File: src/sv/glzw_pkg.sv
package glzw_pkg;

	localparam logic [1:0] OP_PUSH    = 2'd0;
	localparam logic [1:0] OP_PULL    = 2'd1;
	localparam logic [1:0] OP_RESTART = 2'd2;

	localparam logic [2:0] ST_PIXEL  = 3'd0;
	localparam logic [2:0] ST_ACCEPT = 3'd1;
	localparam logic [2:0] ST_END    = 3'd2;
	localparam logic [2:0] ST_NODATA = 3'd3;
	localparam logic [2:0] ST_BAD    = 3'd4;
	localparam logic [2:0] ST_FULL   = 3'd5;

	localparam logic [1:0] FIN_RUN = 2'd0;
	localparam logic [1:0] FIN_END = 2'd1;
	localparam logic [1:0] FIN_BAD = 2'd2;

	localparam int HOLDER_BITS = 24;
	localparam logic [3:0] SIZE_MIN   = 4'd2;
	localparam logic [3:0] SIZE_MAX   = 4'd8;
	localparam logic [3:0] SIZE_RESET = 4'd8;

	typedef enum logic [3:0] {
		S_IDLE,
		S_DISP,
		S_FETCH,
		S_LOAD,
		S_CODE,
		S_UNW_RD,
		S_UNW_WR,
		S_FIXK,
		S_UPD,
		S_POP,
		S_DONE
	} glzw_state_t;

	typedef struct packed {
		logic accept;
		logic push_byte;
		logic restart;
		logic fetch_rd;
		logic load;
		logic extract;
		logic do_clear;
		logic set_end;
		logic set_bad;
		logic push_lit;
		logic unw_start;
		logic unw_rd;
		logic unw_wr;
		logic unw_last;
		logic fixk;
		logic upd;
		logic pop_rd;
	} glzw_cmd_t;

	typedef struct packed {
		logic       store_full;
		logic       store_empty;
		logic       have_bits;
		logic       code_clear;
		logic       code_end;
		logic       prev_clear;
		logic       code_ge_lit;
		logic       code_bad;
		logic       c_phrase;
		logic       kwk;
		logic       stack_nonempty;
		logic [1:0] fin;
		logic [7:0] stack_rd;
	} glzw_stat_t;

endpackage

File: src/sv/glzw_ctrl.sv
module glzw_ctrl (
	input  logic                 clk,
	input  logic                 arst_n,
	input  logic                 in_valid,
	output logic                 in_ready,
	input  logic [1:0]           op,
	output logic                 out_valid,
	input  logic                 out_ready,
	output logic [7:0]           pixel_byte,
	output logic [2:0]           status,
	input  glzw_pkg::glzw_stat_t stat,
	output glzw_pkg::glzw_cmd_t  cmd
);
	import glzw_pkg::*;

	glzw_state_t state_q, state_d;
	logic [1:0]  op_q;
	logic [2:0]  res_q, res_d;
	logic        out_valid_q;
	logic [7:0]  pixel_q;
	logic [2:0]  status_q;
	logic        out_free;

	assign out_free   = !out_valid_q || out_ready;
	assign in_ready   = state_q == S_IDLE;
	assign out_valid  = out_valid_q;
	assign pixel_byte = pixel_q;
	assign status     = status_q;

	always_comb begin
		state_d = state_q;
		res_d   = res_q;
		case (state_q)
			S_IDLE: begin
				if (in_valid) state_d = S_DISP;
			end
			S_DISP: begin
				state_d = S_DONE;
				res_d   = ST_ACCEPT;
				case (op_q)
					OP_PUSH: begin
						if (stat.store_full) res_d = ST_FULL;
					end
					OP_PULL: begin
						if (stat.stack_nonempty) begin
							state_d = S_POP;
						end else if (stat.fin == FIN_END) begin
							res_d = ST_END;
						end else if (stat.fin == FIN_BAD) begin
							res_d = ST_BAD;
						end else begin
							state_d = S_FETCH;
						end
					end
					default: ;
				endcase
			end
			S_FETCH: begin
				if (stat.have_bits) begin
					state_d = S_CODE;
				end else if (!stat.store_empty) begin
					state_d = S_LOAD;
				end else begin
					state_d = S_DONE;
					res_d   = ST_NODATA;
				end
			end
			S_LOAD: state_d = S_FETCH;
			S_CODE: begin
				if (stat.code_clear) begin
					state_d = S_FETCH;
				end else if (stat.code_end) begin
					state_d = S_DONE;
					res_d   = ST_END;
				end else if (stat.prev_clear) begin
					if (stat.code_ge_lit) begin
						state_d = S_DONE;
						res_d   = ST_BAD;
					end else begin
						state_d = S_POP;
					end
				end else if (stat.code_bad) begin
					state_d = S_DONE;
					res_d   = ST_BAD;
				end else begin
					state_d = S_UNW_RD;
				end
			end
			S_UNW_RD: begin
				if (stat.c_phrase) begin
					state_d = S_UNW_WR;
				end else if (stat.kwk) begin
					state_d = S_FIXK;
				end else begin
					state_d = S_UPD;
				end
			end
			S_UNW_WR: state_d = S_UNW_RD;
			S_FIXK:   state_d = S_UPD;
			S_UPD:    state_d = S_POP;
			S_POP: begin
				state_d = S_DONE;
				res_d   = ST_PIXEL;
			end
			S_DONE: begin
				if (out_free) state_d = S_IDLE;
			end
			default: state_d = S_IDLE;
		endcase
	end

	always_comb begin
		cmd = '0;
		case (state_q)
			S_IDLE: cmd.accept = in_valid;
			S_DISP: begin
				cmd.push_byte = (op_q == OP_PUSH) && !stat.store_full;
				cmd.restart   = op_q == OP_RESTART;
			end
			S_FETCH: begin
				cmd.extract  = stat.have_bits;
				cmd.fetch_rd = !stat.have_bits && !stat.store_empty;
			end
			S_LOAD: cmd.load = 1'b1;
			S_CODE: begin
				cmd.do_clear = stat.code_clear;
				cmd.set_end  = !stat.code_clear && stat.code_end;
				if (!stat.code_clear && !stat.code_end) begin
					if (stat.prev_clear) begin
						cmd.set_bad  = stat.code_ge_lit;
						cmd.push_lit = !stat.code_ge_lit;
					end else begin
						cmd.set_bad   = stat.code_bad;
						cmd.unw_start = !stat.code_bad;
					end
				end
			end
			S_UNW_RD: begin
				cmd.unw_rd   = stat.c_phrase;
				cmd.unw_last = !stat.c_phrase;
			end
			S_UNW_WR: cmd.unw_wr = 1'b1;
			S_FIXK:   cmd.fixk   = 1'b1;
			S_UPD:    cmd.upd    = 1'b1;
			S_POP:    cmd.pop_rd = 1'b1;
			default: ;
		endcase
	end

	always_ff @(posedge clk or negedge arst_n) begin
		if (!arst_n) begin
			state_q     <= S_IDLE;
			op_q        <= OP_PUSH;
			res_q       <= ST_ACCEPT;
			out_valid_q <= 1'b0;
		end else begin
			state_q <= state_d;
			res_q   <= res_d;
			if (in_valid && in_ready) begin
				op_q <= op;
			end
			if (state_q == S_DONE && out_free) begin
				out_valid_q <= 1'b1;
			end else if (out_ready) begin
				out_valid_q <= 1'b0;
			end
		end
	end

	always_ff @(posedge clk) begin
		if (state_q == S_DONE && out_free) begin
			status_q <= res_q;
			pixel_q  <= (res_q == ST_PIXEL) ? stat.stack_rd : 8'd0;
		end
	end

	a_accept_disp: assert property (@(posedge clk) disable iff (!arst_n)
		(in_valid && in_ready) |=> state_q == S_DISP)
		else $error("accepted request did not dispatch");

	a_unw_order: assert property (@(posedge clk) disable iff (!arst_n)
		(state_q == S_UNW_WR) |-> $past(state_q) == S_UNW_RD)
		else $error("table data used without a read");

	a_pixel_pop: assert property (@(posedge clk) disable iff (!arst_n)
		(state_q == S_DONE && res_q == ST_PIXEL && $past(state_q) != S_DONE)
		|-> $past(state_q) == S_POP)
		else $error("pixel result without a stack pop");

endmodule

File: config.mk
export PLATFORM = sky130hd
export DESIGN_NAME = glzw_ctrl
export DESIGN_NICKNAME = d
export VERILOG_FILES = /design/src/sv/glzw_pkg.sv /design/src/sv/glzw_ctrl.sv
export SDC_FILE = /design/constraint.sdc
export NUM_CORES = 1
export LEC_CHECK = 0
export BUFFER_PORTS_ARGS = -buffer_cell sky130_fd_sc_hd__buf_2
export CAP_MARGIN = 20
export CELL_PAD_IN_SITES_DETAIL_PLACEMENT = 2
export CELL_PAD_IN_SITES_GLOBAL_PLACEMENT = 2
export CORE_UTILIZATION = 24
export CTS_CLUSTER_DIAMETER = 100
export CTS_CLUSTER_SIZE = 16
export DETAILED_ROUTE_END_ITERATION = 10
export GPL_TIMING_DRIVEN = 1
export PLACE_DENSITY = 0.75
export SLEW_MARGIN = 40
export SYNTH_ARGS = -nofsm -noshare
export SYNTH_HDL_FRONTEND = slang
export SYNTH_SLANG_ARGS = --single-unit
export TNS_END_PERCENT = 5
File: constraint.sdc
create_clock -name clk -period 1.95 [get_ports clk]
set_input_delay 0.2925 -clock clk [delete_from_list [all_inputs] [get_ports clk]]
set_output_delay 0.2925 -clock clk [all_outputs]
set_load 0.02 [all_outputs]
==> results.toml <==
[detailed_routing]
drc = 0
vias = 1226
wire_per_inst_um = 15.44
firstDrtPassIters = 4
drt-initial-drc-count = 39
post_drt_via_cell_ratio = 4.644
totalWireLength_um = 4075
antenna_left = 0

[pwr]
p_total_w = 0.002459
pwr_density_cell_nw_per_um2 = 1313
vdd_drop_max_v = 0.0004933
power_leakage_nw = 0.8432

[synth]
yosys_warnings = 0
synth_area_leader_cell = "edfxtp_1"
synth_area_leaders = "edfxtp_1 (25%), dfrtp_1 (17%), and2_1 (4.3%)"
synthCells = 129
synth_cell_types = 45
ys.flop_type = "edfxtp_1"
synthesis.area_um2 = 1309
synth_edf_count = 11
synth_fp_nets = 158
yosysMostFrequentCell = "edfxtp_1"
async_flop_share_pct = 47.62
synth-seq-area-share_pct = 44.46
synth_seq_cells = 21
synth_top_area_share_pct = 25.24
netlist_top_cells_count = "edfxtp_1 (11), nor2_1 (10), nor3_1 (10)"
syn_area_per_cell_um2 = 10.15

[place]
placedCellCount = 258
pre_cts_ws_ns = 0.06499
port_buffers = 56
gp_congestion = 0.7521
hpwlAfterDp_um = 3249

[sta]
finClkSkew_ns = 0.007335
hold_violations = 0
finalSetupTns_ns = -0.2064
period_minus_slack_ns = 2.046
slew_viol_final = 0
slew_headroom_pct = 55.46
fin_crit_sh_pct = 104.9
worst_slew_pin_slew_ns = 0.6629
fin_ws_ns = -0.09600
setup_violations = 4
grt_setup_unrepaired = "yes"
fmax_mhz = 488.8

[status]
outcome = "complete, but fails checks"
violations = "setup timing"

[floorplan]
rows = 26
initial_core_util_pct = 25.30
die_y_um = 75.85
die_width_um = 75.85
core_um2 = 5172
ios = 57
die-area_um2 = 5752

[job]
maxCapViolations = 0

[finish]
nFillCells = 587
final_util_pct = 36.21
nNetsFinal = 224
diodes = 0
area_delta_synth_final_pct = 43.12
drive_gt1_share_pct = 48.97
final_cells = 264

[global_route]
grt_pass1_vias = 1223
grt_max_degree = 19
grt.overflow.total = 0
grt_pass1_wl_um = 6113
antenna_found_initial = 0
gr-usage-all-layers_pct = 14.53

[clocking]
htree_levels = 1
cts_buffers = 3
worstSkewPairLatency_ns = 0.26
clockRootBuffer = "clkbuf_8"
cts.clk_slew.worst_paths_ns = 0.09
clkSinkCount = 21
cts_tree = "built"
clockBufferDepth = 2

[worst_setup_path]
worstPathRequired_ns = 1.66
cp-end-kind = "output pin"
cpMaxStageDelayCell = "or4b_4"
crit_type = "register to output pin"
worst_ep_arrival_time_ns = 1.75
start_kind = "register"
cpPeakStageDelay_ns = 0.52
path_cells = "or4b_4 > nand2b_4 > nor4b_4 > buf_4"
worstPathMaxFanout = 4

[hold_path]
hold_path_class = "input port to register"
-- layout by cell type (no fill, tap or decap), types with 5 or more instances in the layout --
| cell | count |
|---|---|
| a21oi_1 | 5 |
| mux2_2 | 5 |
| buf_4 | 14 |
| and2_1 | 8 |
| edfxtp_1 | 11 |
| dfrtp_1 | 9 |
| nand2_1 | 6 |
| nand2b_1 | 5 |
| nor2_1 | 10 |
| buf_2 | 51 |
| nor3_1 | 8 |
| inv_1 | 8 |
-- registers in the layout, summed over array words and instances, names as in the netlist --
signal,flops
op_q,2
out_valid,1
pixel_byte,8
res_q,3
state_q,4
status,3
-- cell families (layout without fill, tap and decap cells) --
group	Yosys count	in the layout	share of synthesized area [%]
simple gates	62	62	28.97
buf+inv	14	79	5.354
flops	21	21	44.46
fa+ha+maj	2	2	1.912
mux	6	6	5.067
compound gates	24	24	14.25
-- critical path: cells and delay by family, from the launching register on --
family,cells,cell delay (ns)
AND/OR/NAND/NOR,3,0.91
flip-flops,1,0.40
buffers and inverters,1,0.17
-- area by class of cell --
class	count	area, um2	share of cell area [%]
inverters	8	30.03	1.603
flip-flops and latches	21	581.8	31.06
well taps	70	87.58	4.676
clock buffers	3	41.29	2.204
multi-input cells	94	734.5	39.21
repair buffers	67	390.4	20.84
clock inverters	1	7.507	0.4008
-- final timing paths --
kind / startpoint / end / slack [ns] / cells past startpoint
min in group asynchronous: arst_n / op_q[0] / 0.43 / 2
max: state_q[0] / cmd[7] / -0.1 / 4
max reg2reg: state_q[0] / res_q[1] / 0.20 / 4
min reg2reg: res_q[1] / status[1] / 0.48 / 0
max in group asynchronous: arst_n / res_q[0] / 1.24 / 2
min: op[1] / op_q[1] / 0.25 / 2
-- power breakdown --
group          total (W)  switching, W  internal (W)
combinational    0.00142      0.000801      0.000623
clock           0.000299      0.000155      0.000144
sequential      0.000736      0.000101      0.000635
-- metal layers --
layer,vias up,wire length [um],GRT usage (%)
met2,45,1979,23.99
met5,-,0,0
met1,586,1850,19.53
met3,2,226,2.249
met4,0,18,4.321
li1,593,-,-
-- per-stage QoR --
step / hold WS, ns / cell area (um2)
6_report: 0.2543 / 1873
5_1_grt: 0.2397 / 1873
4_1_cts: 0.2440 / 1808
3_5_place_dp: 0.1916 / 1722
3_3_place_gp: 0.1844 / 1722
2_1_floorplan: -0.003091 / 1314
-- timing repair --
action | in CTS | in global routing
resized for setup | 7 | 11
hold buffers | 1 | 0
buffers inserted | 0 | 1
setup endpoints to repair | 9 | 10
hold endpoints to repair | 9 | 0
pin swaps | 0 | 2
(Power assumes the default switching activity.)
